**src/design/slt_pkg.sv**
```systemverilog
// ----------------------------------------------------------------------------
// slt_pkg
// shared types and constants of the shell line tokenizer
// ----------------------------------------------------------------------------
`default_nettype none

package slt_pkg;

    // character codes
    localparam logic [7:0] CH_SPACE  = 8'h20;
    localparam logic [7:0] CH_TAB    = 8'h09;
    localparam logic [7:0] CH_DQUOTE = 8'h22;
    localparam logic [7:0] CH_SQUOTE = 8'h27;
    localparam logic [7:0] CH_BSLASH = 8'h5C;

    // configuration port
    localparam int          ADDR_W         = 3;
    localparam int          DATA_W         = 32;
    localparam logic        REG_MAX_TOKENS = 1'b0;   // word index of max_tokens
    localparam logic [7:0]  MAX_TOKENS_RST = 8'd16;

    // stream widths
    localparam int S_TDATA_W = 8;
    localparam int S_TUSER_W = 1;
    localparam int M_TDATA_W = 24;
    localparam int M_TUSER_W = 2;

    typedef enum logic [1:0] {
        QM_NONE   = 2'd0,
        QM_DOUBLE = 2'd1,
        QM_SINGLE = 2'd2
    } t_quote;

    typedef enum logic [1:0] {
        ST_OK      = 2'd0,
        ST_UNTERM  = 2'd1,
        ST_TOOMANY = 2'd2
    } t_status;

    typedef struct packed {
        t_quote      quote;
        logic        esc;
        logic        in_tok;
        logic [7:0]  cnt;
        t_status     err;
    } t_state;

    localparam t_state STATE_RST = '{quote: QM_NONE, esc: 1'b0, in_tok: 1'b0,
                                     cnt: 8'd0, err: ST_OK};

    typedef struct packed {
        logic        char_valid;
        logic [7:0]  out_char;
        logic        token_end;
        logic        line_end;
        t_status     line_status;
        logic [7:0]  token_total;
    } t_result;

endpackage

`default_nettype wire

```
**src/design/slt_step.sv**
```systemverilog
// ----------------------------------------------------------------------------
// slt_step
// next-state and result logic for one byte or end of line of the command line
// ----------------------------------------------------------------------------
`default_nettype none

module slt_step (
    input  wire slt_pkg::t_state  i_state,
    input  wire logic [7:0]       i_max_tokens,
    input  wire logic             i_has_byte,
    input  wire logic [7:0]       i_in_byte,
    input  wire logic             i_end_of_line,
    output slt_pkg::t_state       o_state,
    output slt_pkg::t_result      o_result
);

    always_comb begin
        slt_pkg::t_state st;
        logic            cv;
        logic [7:0]      ch;
        logic            te;
        logic            fin;

        st  = i_state;
        cv  = 1'b0;
        ch  = 8'd0;
        te  = 1'b0;
        fin = 1'b0;

        // byte handling
        if (i_has_byte && i_state.err == slt_pkg::ST_OK) begin
            case (i_state.quote)
                slt_pkg::QM_DOUBLE: begin
                    if (i_state.esc) begin
                        st.esc = 1'b0;
                        cv     = 1'b1;
                        ch     = i_in_byte;
                    end else if (i_in_byte == slt_pkg::CH_DQUOTE) begin
                        st.quote = slt_pkg::QM_NONE;
                    end else if (i_in_byte == slt_pkg::CH_BSLASH) begin
                        st.esc = 1'b1;
                    end else begin
                        cv = 1'b1;
                        ch = i_in_byte;
                    end
                end
                slt_pkg::QM_SINGLE: begin
                    if (i_in_byte == slt_pkg::CH_SQUOTE) begin
                        st.quote = slt_pkg::QM_NONE;
                    end else begin
                        cv = 1'b1;
                        ch = i_in_byte;
                    end
                end
                default: begin
                    if (i_state.esc) begin
                        st.esc = 1'b0;
                        cv     = 1'b1;
                        ch     = i_in_byte;
                    end else if (i_in_byte == slt_pkg::CH_SPACE ||
                                 i_in_byte == slt_pkg::CH_TAB) begin
                        fin = i_state.in_tok;
                    end else if (i_in_byte == slt_pkg::CH_DQUOTE) begin
                        st.quote  = slt_pkg::QM_DOUBLE;
                        st.in_tok = 1'b1;
                    end else if (i_in_byte == slt_pkg::CH_SQUOTE) begin
                        st.quote  = slt_pkg::QM_SINGLE;
                        st.in_tok = 1'b1;
                    end else if (i_in_byte == slt_pkg::CH_BSLASH) begin
                        st.esc    = 1'b1;
                        st.in_tok = 1'b1;
                    end else begin
                        cv        = 1'b1;
                        ch        = i_in_byte;
                        st.in_tok = 1'b1;
                    end
                end
            endcase
        end

        // token closing by a space or tab; clears in_tok, so the end-of-line closing below cannot close it twice
        if (fin) begin
            st.in_tok = 1'b0;
            if (st.cnt >= i_max_tokens) begin
                st.err = slt_pkg::ST_TOOMANY;
            end else begin
                st.cnt = st.cnt + 8'd1;
                te     = 1'b1;
            end
        end

        // end of line closing
        if (i_end_of_line && st.err == slt_pkg::ST_OK) begin
            fin = 1'b0;
            if (st.esc && st.quote == slt_pkg::QM_DOUBLE) begin
                st.err = slt_pkg::ST_UNTERM;
            end else if (st.esc) begin
                st.esc = 1'b0;
                cv     = 1'b1;
                ch     = slt_pkg::CH_BSLASH;
                fin    = 1'b1;
            end else if (st.quote == slt_pkg::QM_DOUBLE ||
                         st.quote == slt_pkg::QM_SINGLE) begin
                st.err = slt_pkg::ST_UNTERM;
            end else begin
                fin = st.in_tok;
            end
            if (fin) begin
                st.in_tok = 1'b0;
                if (st.cnt >= i_max_tokens) begin
                    st.err = slt_pkg::ST_TOOMANY;
                end else begin
                    st.cnt = st.cnt + 8'd1;
                    te     = 1'b1;
                end
            end
        end

        // any error blanks the character and token outputs
        if (i_state.err != slt_pkg::ST_OK || st.err != slt_pkg::ST_OK) begin
            cv = 1'b0;
            ch = 8'd0;
            te = 1'b0;
        end

        o_result.char_valid  = cv;
        o_result.out_char    = ch;
        o_result.token_end   = te;
        o_result.line_end    = i_end_of_line;
        o_result.line_status = i_end_of_line ? st.err : slt_pkg::ST_OK;
        o_result.token_total = st.cnt;

        o_state = i_end_of_line ? slt_pkg::STATE_RST : st;
    end

endmodule

`default_nettype wire

```
**src/design/shell_line_tokenizer.sv**
```systemverilog
// ----------------------------------------------------------------------------
// shell_line_tokenizer
// splits a command line into shell-style tokens, one byte per transaction
// ----------------------------------------------------------------------------
// usage
//   input stream: one transaction per byte; tdata carries the byte, tuser is
//   has_byte (low for an empty end-of-line transaction), tlast ends the line
//   output stream: exactly one transaction per input transaction, carrying an
//   optional token character (tuser[0]), a token-end mark (tuser[1]), and on
//   tlast the line status and token count
//   apb port: one register, max_tokens, at byte address 0 (reset 16)
// timing
//   a transaction goes through the input register, then the result register
//   throughput one transaction per cycle while the receiver keeps up; the
//   tokenizer state is updated in the single step between the two registers
// reset and stall
//   synchronous reset empties both stages, clears the per-line state and
//   loads max_tokens with 16
//   when the receiver stalls, the result register holds and the input
//   register fills; tready drops only once both are occupied
// ----------------------------------------------------------------------------
`default_nettype none

module shell_line_tokenizer (
    input  wire logic                           i_clk,
    input  wire logic                           i_rst_n,
    // input stream
    input  wire logic                           i_s_axis_tvalid,
    output logic                                o_s_axis_tready,
    input  wire logic [slt_pkg::S_TDATA_W-1:0]  i_s_axis_tdata,  // [7:0] in_byte
    input  wire logic [slt_pkg::S_TUSER_W-1:0]  i_s_axis_tuser,  // [0] has_byte
    input  wire logic                           i_s_axis_tlast,  // end_of_line
    // output stream
    output logic                                o_m_axis_tvalid,
    input  wire logic                           i_m_axis_tready,
    // [7:0] out_char, [9:8] line_status, [17:10] token_total, [23:18] zero
    output logic [slt_pkg::M_TDATA_W-1:0]       o_m_axis_tdata,
    // [0] char_valid, [1] token_end
    output logic [slt_pkg::M_TUSER_W-1:0]       o_m_axis_tuser,
    output logic                                o_m_axis_tlast,  // line_end
    // configuration
    input  wire logic                           psel,
    input  wire logic                           penable,
    input  wire logic                           pwrite,
    input  wire logic [slt_pkg::ADDR_W-1:0]     paddr,
    input  wire logic [slt_pkg::DATA_W-1:0]     pwdata,
    output logic [slt_pkg::DATA_W-1:0]          prdata,
    output logic                                pready
);

    // input register
    logic                    r_in_valid;
    logic                    r_in_has;
    logic [7:0]              r_in_byte;
    logic                    r_in_eol;

    // tokenizer state and limit
    slt_pkg::t_state         r_state;
    slt_pkg::t_state         n_state;
    logic [7:0]              r_max_tokens;

    // result register
    logic                    r_out_valid;
    slt_pkg::t_result        r_out;
    slt_pkg::t_result        n_out;

    logic                    out_advance;
    logic                    in_advance;
    logic                    cfg_wr;

    // the result register loads whenever it is empty or being drained
    assign out_advance = !r_out_valid || i_m_axis_tready;
    assign in_advance  = !r_in_valid || out_advance;

    assign o_s_axis_tready = in_advance;

    slt_step u_step (
        .i_state       (r_state),
        .i_max_tokens  (r_max_tokens),
        .i_has_byte    (r_in_has),
        .i_in_byte     (r_in_byte),
        .i_end_of_line (r_in_eol),
        .o_state       (n_state),
        .o_result      (n_out)
    );

    // apb write decode, pready is always high
    assign pready = 1'b1;
    assign cfg_wr = psel && penable && pwrite && (paddr[2] == slt_pkg::REG_MAX_TOKENS);

    always_comb begin
        prdata = '0;
        if (paddr[2] == slt_pkg::REG_MAX_TOKENS) begin
            prdata = {{(slt_pkg::DATA_W-8){1'b0}}, r_max_tokens};
        end
    end

    // control state
    always_ff @(posedge i_clk) begin
        if (!i_rst_n) begin
            r_in_valid   <= 1'b0;
            r_out_valid  <= 1'b0;
            r_state      <= slt_pkg::STATE_RST;
            r_max_tokens <= slt_pkg::MAX_TOKENS_RST;
        end else begin
            if (in_advance) begin
                r_in_valid <= i_s_axis_tvalid;
            end
            if (out_advance) begin
                r_out_valid <= r_in_valid;
                // state only moves with the transaction it belongs to
                if (r_in_valid) begin
                    r_state <= n_state;
                end
            end
            if (cfg_wr) begin
                r_max_tokens <= pwdata[7:0];
            end
        end
    end

    // payload registers
    always_ff @(posedge i_clk) begin
        if (in_advance) begin
            r_in_has  <= i_s_axis_tuser[0];
            r_in_byte <= i_s_axis_tdata[7:0];
            r_in_eol  <= i_s_axis_tlast;
        end
        if (out_advance) begin
            r_out <= n_out;
        end
    end

    assign o_m_axis_tvalid = r_out_valid;
    assign o_m_axis_tlast  = r_out.line_end;
    assign o_m_axis_tuser  = {r_out.token_end, r_out.char_valid};
    assign o_m_axis_tdata  = {6'd0, r_out.token_total, r_out.line_status, r_out.out_char};

endmodule

`default_nettype wire

```
**config.mk**
```make
export PLATFORM = sky130hd
export DESIGN_NAME = shell_line_tokenizer
export DESIGN_NICKNAME = d
export VERILOG_FILES = /design/src/design/slt_pkg.sv /design/src/design/slt_step.sv /design/src/design/shell_line_tokenizer.sv
export SDC_FILE = /design/constraint.sdc
export NUM_CORES = 1
export LEC_CHECK = 0
export BUFFER_PORTS_ARGS = -buffer_cell sky130_fd_sc_hd__buf_2
export CAP_MARGIN = 15
export CORE_ASPECT_RATIO = 0.9
export CORE_UTILIZATION = 55
export DETAILED_ROUTE_END_ITERATION = 10
export PLACE_DENSITY = 0.87
export SLEW_MARGIN = 20
export SYNTH_ARGS = -nofsm -noshare
export SYNTH_HDL_FRONTEND = slang
export SYNTH_SLANG_ARGS = --single-unit
```
**constraint.sdc**
```tcl
create_clock -name i_clk -period 10.6 [get_ports i_clk]
set_clock_uncertainty 0.1 [all_clocks]
set_input_delay 1.06 -clock i_clk [delete_from_list [all_inputs] [get_ports i_clk]]
set_output_delay 1.06 -clock i_clk [all_outputs]
set_load 0.01 [all_outputs]
```
==> results of run 1 <==
## metal layers
layer	wire [um]	GRT usage [%]
met1	3363	31.47
met2	3150	34.13
met3	451	2.872
met4	93	8.333
met5	0	0
## worst max-delay path, cell delays in order, from the launching register on
cell and delay, ns:
dfxtp_1 0.37, inv_1 0.08, ha_1 0.42, nor2b_1 0.35, nand2_1 0.21, a211o_1 0.39, nor2_1 0.32, xnor2_1 0.25
ha_1 0.29, nand2b_1 0.14, a2111oi_0 0.38, o21bai_1 0.15, a221oi_1 0.60, nand3_1 0.34, a2111oi_4 0.36, xnor2_1 0.09
## flip-flops by register name, indices dropped and copies added, names as in the netlist
| name | flops |
|---|---|
| r_in_eol | 1 |
| r_max_tokens | 8 |
| r_in_valid | 1 |
| o_m_axis_tvalid | 1 |
| r_in_has | 1 |
| r_state | 14 |
| r_in_byte | 8 |
| o_m_axis_tlast | 1 |
| o_m_axis_tdata | 18 |
| o_m_axis_tuser | 2 |
## layout by cell type (no fill, tap or decap), drive strengths merged, types with 3 or more instances in the layout
cell | netlist | layout
xor2 | 4 | 4
a21o | 3 | 3
and2 | 6 | 6
ha | 21 | 21
conb | 2 | 31
edfxtp | 31 | 31
xnor2 | 11 | 11
inv | 20 | 20
nor4 | 4 | 4
o21a | 5 | 5
or3 | 3 | 3
buf | 33 | 56
nor2 | 24 | 24
dfxtp | 24 | 24
nand2b | 8 | 8
nand2 | 29 | 29
nor2b | 12 | 12
a221oi | 3 | 3
nand3 | 13 | 13
clkbuf | 7 | 5
nor3 | 8 | 8
a31oi | 4 | 4
a22oi | 5 | 5
nand4 | 4 | 4
a21oi | 23 | 23
o21ai | 7 | 7
and3 | 5 | 5
a21boi | 11 | 11
## final timing paths
kind                         to  slack, ns  depth (start not counted)
max          o_m_axis_tdata[16]       5.51                         15
min reg2reg     r_max_tokens[2]       0.37                          2
min             r_max_tokens[2]       0.37                          2
max reg2reg  o_m_axis_tdata[16]       5.51                         15
## through the flow
| step | setup WS [ns] | hold slack, ns |
|---|---|---|
| floorplan | 6.338 | 0.3244 |
| global placement | 5.584 | 0.3509 |
| detailed placement | 5.588 | 0.3618 |
| CTS | 5.540 | 0.3759 |
| global route | 5.134 | 0.4018 |
| finish | 5.507 | 0.3694 |
## power groups by stage
stage | combinational (mW) | clock (mW) | sequential, mW
after floorplan | 0.0328 | 0 | 0.246
after global placement | 0.0387 | 0 | 0.245
after detailed placement | 0.0398 | 0 | 0.245
after CTS | 0.0400 | 0.166 | 0.240
after global routing | 0.0444 | 0.172 | 0.241
final | 0.0403 | 0.164 | 0.240
## layout make-up
class / instances / share of cell area (%)
Clock buffer: 5 / 1.785
Clock inverter: 3 / 1.753
Sequential cell: 55 / 36.61
Multi-Input combinational cell: 278 / 47.81
Timing Repair Buffer: 56 / 7.270
Tap cell: 87 / 2.824
Inverter: 20 / 1.947
## cell families after synthesis
| logic type | after synthesis |
|---|---|
| DFF | 55 |
| adders and majority gates | 21 |
| xor gates and xnor gates | 15 |
| other | 2 |
| AOI/OAI and AO/OA | 83 |
| muxes | 2 |
| buffers and inverters | 60 |
| and+or+nand+nor | 126 |
==> summary.md, run 1 <==
| Metric | Value |
|---|---|
| Status | `complete, no violations` |
| Slew @ Worst Pin | `between 0.9 and 1 ns` |
| Post-synth EDFFs | `31` |
| Max VDD drop | `64.30 uV` |
| Root buffer cell | `clkbuf_8` |
| Largest family of logic cells by synthesized area | `simple AND/OR/NAND/NOR gates` |
| DP HPWL | `approximately 5.2 mm` |
| Crit Path Class | `reg -> reg` |
| Later-pin clock latency in the skew report | `0.32 ns` |
| Post-synthesis compound-gate area fraction | `17.42%` |
| Register area share after synthesis | `40.34%` |
| Finished Layout Cells | `504` |
| Switching power | `0.1018 mW` |
| Sequential Area | `around 1400 um^2` |
| Antenna diodes | `0` |
| First-pass GRT wire length | `around 12 mm` |
| Worst Hold Class | `reg -> reg` |
| Clk sinks | `55` |
| Hold Vio Cnt, Final | `0` |
| Routed WL per cell | `14.01 um` |
| DIE AREA | `6684 um^2` |
| Drc violations | `0` |
| Worst path required time | `~11 ns` |
| CP Launch Type | `flip-flop` |
| Hold-fix buffers, CTS | `0` |
| Combinational Power Share | `9.1%` |
| Final Max Tran Viols | `0` |
| Die X-Extent | `approximately 86 um` |
| Vias | `about 2.8k` |
| Area after DPL | `around 3700 um^2` |
| Post-synth top cells | `32 x buf_4, 31 x edfxtp_1, 28 x nand2_1, 24 x dfxtp_1, 24 x nor2_1` |
| Power per cell area | `approximately 120 nW/um^2` |
| Setup crit start | `r_state[12]` |
| Worst R2R Start | `r_state[12]` |
| Clock slew at reported path FFs | `about 0.10 ns` |
| CP arrival | `5.06 ns` |
| Area growth, synth to finish | `10.19%` |
| Detailed Routing Iterations Pass 1 | `5` |
| Setup tns final | `0 ns` |
| Post-Synthesis Cells | `~360` |
| Number of global-route vias before repair | `2500` |
| Post-Syn Area | `3498 um^2` |
| Initial antenna violation count | `0` |
| Tot GR Track Use | `22.07%` |
| Nets@finish | `489` |
| Initial drt markers | `roughly 160` |
| Seq cells post-synth | `55` |
| Total global routing overflow | `0` |
| Unrepaired setup endpoints after global routing | `false` |
| Fill count | `about 500` |
| Post-placement cell count | `496` |
| Yosys warning count | `0` |
| Final Instance Area | `3855 um^2` |
| Fin crit share | `approximately 48%` |
| Part of the power in the clock network | `36.9%` |
| Post_cts resized | `0` |
| Row count | `27` |
| CP max FO | `7` |
| ANT nets after route | `0` |
| Pwr Total | `approximately 0.44 mW` |
| Max-slew headroom | `36.51%` |
| Layout Utilization | `63.04%` |
| Switching Share | `22.88%` |
| Simple-gate share of the synthesized area | `20.03%` |
| Num ports | `114` |
| FFs w/ async S/R, synth | `0%` |
| P_leak | `1.655 nW` |
| Via density | `5.546` |
| Mux cell area share after synthesis | `less than 1%` |
| Primary FF master, synth | `edfxtp_1` |
| Final Setup Violations | `0` |
| Synth Area in XOR/XNOR | `3.755%` |
| GP Congestion | `0.9149` |
| Largest net degree at the start of global routing | `28` |
| CP Capture Type | `flip-flop` |
| Die H | `77.66 um` |
| Top cell type by total area after synthesis | `edfxtp_1` |
| Routed wire length | `slightly above 7 mm` |
| Most frequent cell after synthesis | `buf_4` |
| Setup Buffers After CTS | `0` |
| Syn Area/Cell | `about 9.6 um^2` |
| Internal Power | `around 0.34 mW` |
| CTS tree | `built` |
| Max Cap Viol | `0` |
| Max clock buf depth | `2` |
| Layout cells sized above 1 | `between 10% and 20%` |
| Post-synth top area share | `about a quarter` |
| Seq pwr share | `54.0%` |
| Inserted Clock Buffers | `5` |
| Htree depth | `2` |
| IO buf count | `56` |
| Core box area | `6115 um^2` |
| Hold path start | `r_max_tokens[2]` |
| Fmax | `196.3 MHz` |
| Multi-input logic area | `between 1500 and 2000 um^2` |
| Min cycle time layout | `5.093 ns` |
| Cell variety after synth | `58` |
| Synth area leaders | `edfxtp_1 27%, dfxtp_1 14%, ha_1 7.5%, buf_4 6.9%, a21oi_1 3.3%` |
| Initial Util | `57.21%` |
| Synth Area in Adders | `7.511%` |
(Power assumes the default switching activity.)
==> run 2: changes to the inputs <==
CORE_UTILIZATION = 51   (was 55)
PLACE_DENSITY = 0.81   (was 0.87)
clock period = 5.1 ns   (was 10.6 ns; I/O delays follow)
==> run 2 against run 1 <==
Against the previous run: routed wire length increased by 0.64%; die area increased by 7.6%; register-to-register slack got worse by 5.1 ns; via count decreased by 0.89%; global-route usage decreased by 1.5 points; worst hold slack got worse by 0.10 ns; sequential cell count unchanged; combinational power increased by 110%; critical path depth decreased by 1; critical endpoint is now o_m_axis_tdata[5]; core utilization decreased by 4.7 points; sequential share of layout area increased by 0.11 points.
==> summary.md, run 2 (synthesized netlist as in run 1, its figures left out) <==
| Metric | Value |
|---|---|
| Status | `complete, no violations (unchanged)` |
| ANT nets after route | `0 (unchanged)` |
| Clk sinks | `55 (unchanged)` |
| Combinational Power Share | `10.3% (was 9.1%)` |
| Fin crit share | `91.06% (was 48.05%)` |
| CP Capture Type | `flip-flop (unchanged)` |
| Drc violations | `0 (unchanged)` |
| Num ports | `114 (unchanged)` |
| Vias | `2770 (was 2795)` |
| Power per cell area | `213.6 nW/um^2 (was 115.4 nW/um^2)` |
| DIE AREA | `7195 um^2 (was 6684 um^2)` |
| Seq pwr share | `60.8% (was 54.0%)` |
| Die H | `80.57 um (was 77.66 um)` |
| Final Setup Violations | `0 (unchanged)` |
| Worst path required time | `5.13 ns (was 10.56 ns)` |
| Tot GR Track Use | `20.55% (was 22.07%)` |
| Max VDD drop | `119.6 uV (was 64.30 uV)` |
| CP max FO | `10 (was 7)` |
| Number of global-route vias before repair | `2407 (was 2500)` |
| Initial antenna violation count | `0 (unchanged)` |
| Nets@finish | `494 (was 489)` |
| Row count | `28 (was 27)` |
| Pwr Total | `0.8208 mW (was 0.4449 mW)` |
| Initial drt markers | `249 (was 159)` |
| IO buf count | `56 (unchanged)` |
| Highest-count cells in the layout ignoring fill and taps | `56 x buf_2, 31 x conb_1, 31 x edfxtp_1 (unchanged)` |
| Routed WL per cell | `13.88 um (was 14.01 um)` |
| Core box area | `6586 um^2 (was 6115 um^2)` |
| Htree depth | `2 (unchanged)` |
| Slew @ Worst Pin | `0.9123 ns (was 0.9512 ns)` |
| Switching power | `0.2073 mW (was 0.1018 mW)` |
| DP HPWL | `5.385 mm (was 5.250 mm)` |
| Fmax | `215.3 MHz (was 196.3 MHz)` |
| CP arrival | `4.68 ns (was 5.06 ns)` |
| Fill count | `608 (was 501)` |
| Via density | `5.410 (was 5.546)` |
| Initial Util | `53.12% (was 57.21%)` |
| Area growth, synth to finish | `9.871% (was 10.19%)` |
| Later-pin clock latency in the skew report | `0.31 ns (was 0.32 ns)` |
| Detailed Routing Iterations Pass 1 | `4 (was 5)` |
| Total global routing overflow | `0 (unchanged)` |
| Worst Hold Class | `in -> reg (was reg -> reg)` |
| CTS tree | `built (unchanged)` |
| Die X-Extent | `89.30 um (was 86.07 um)` |
| Routed wire length | `7.104 mm (was 7.059 mm)` |
| Final Max Tran Viols | `0 (unchanged)` |
| Max Cap Viol | `0 (unchanged)` |
| Largest net degree at the start of global routing | `28 (unchanged)` |
| First-pass GRT wire length | `11.39 mm (was 11.61 mm)` |
| Max clock buf depth | `2 (unchanged)` |
| Worst setup margin | `0.4560 ns (was 5.507 ns)` |
| Crit Path Class | `reg -> reg (unchanged)` |
| Part of the power in the clock network | `28.8% (was 36.9%)` |
| Layout cells sized above 1 | `19.91% (was 19.18%)` |
| Most common cell after layout, fill and taps aside | `buf_2 (unchanged)` |
| Inserted Clock Buffers | `5 (unchanged)` |
| Switching Share | `25.25% (was 22.88%)` |
| Setup tns final | `0 ns (unchanged)` |
| Hold Vio Cnt, Final | `0 (unchanged)` |
| Clock slew at reported path FFs | `0.09 ns (was 0.10 ns)` |
| Root buffer cell | `clkbuf_8 (unchanged)` |
| CP Launch Type | `flip-flop (unchanged)` |
| Pre-CTS setup slack | `0.4066 ns (was 5.588 ns)` |
| Number of flip-flops in the largest register | `18 (unchanged)` |
| Unrepaired setup endpoints after global routing | `false (unchanged)` |
| Internal Power | `0.6136 mW (was 0.3431 mW)` |
| Max-slew headroom | `39.11% (was 36.51%)` |
| P_leak | `1.657 nW (was 1.655 nW)` |
| Antenna diodes | `0 (unchanged)` |
| Min cycle time layout | `4.644 ns (was 5.093 ns)` |
| GP Congestion | `0.9282 (was 0.9149)` |
-- run 2: final cells by class --
cell class | instances | area [um^2] | share of cell area [%]
tap | 90 | 112.6 | 2.930
clock buffer | 6 | 72.57 | 1.888
timing repair buffer | 61 | 317.8 | 8.268
sequential | 55 | 1411 | 36.72
multi-input combinational | 278 | 1846 | 48.01
clock inverter | 2 | 8.758 | 0.2279
inverter | 20 | 75.07 | 1.953
-- run 2: what timing repair did --
action | in CTS | in global routing
setup buffers | 0 | 0
hold buffers | 0 | 0
endpoints found under the setup margin | 0 | 2
gates resized for setup | 0 | 1
-- run 2: worst paths after layout --
check / slack [ns] / cells past startpoint / from / end
worst max-delay path: 0.46 / 14 / r_in_byte[2] / o_m_axis_tdata[5]
worst min-delay path: 0.27 / 1 / i_s_axis_tlast / r_in_eol
worst max register to register: 0.46 / 14 / r_in_byte[2] / o_m_axis_tdata[5]
worst min register to register: 0.37 / 2 / r_max_tokens[7] / r_max_tokens[7]
-- run 2: power groups by stage --
stage / clock [mW] / combinational, mW / sequential, mW
floorplan: 0 / 0.0682 / 0.511
global placement: 0 / 0.0821 / 0.509
detailed placement: 0 / 0.0845 / 0.509
CTS: 0.239 / 0.0847 / 0.499
global route: 0.256 / 0.0941 / 0.501
finish: 0.237 / 0.0848 / 0.499
-- run 2: stage by stage --
step / hold slack (ns) / cells / util, % / cell area [um^2]
after detailed placement: 0.3566 / 504 / 57.09 / 3760
final: 0.2660 / 512 / 58.36 / 3844
after global placement: 0.3519 / 504 / 57.09 / 3760
after floorplan: 0.3244 / 393 / - / 3607
after global routing: 0.2513 / 512 / 58.36 / 3844
after CTS: 0.2602 / 512 / 58.32 / 3841
-- run 2: worst max-delay path: stages (launching register included) --
cell	delay [ns]
edfxtp_1	0.54
nor4b_1	0.39
nand2_1	0.24
a211o_1	0.42
nor2_2	0.23
xnor2_1	0.24
ha_1	0.30
nand2b_1	0.13
a2111oi_0	0.42
o21bai_1	0.16
a221oi_1	0.32
buf_4	0.20
nand2b_1	0.13
nand3_1	0.28
nor4_1	0.35
-- run 2: metal layers --
layer | wire length (um) | GRT usage, % | vias up
li1 | - | - | 1363
met1 | 3300 | 29.34 | 1296
met2 | 3186 | 30.38 | 102
met3 | 528 | 4.419 | 9
met4 | 88 | 7.302 | 0
met5 | 0 | 0 | -
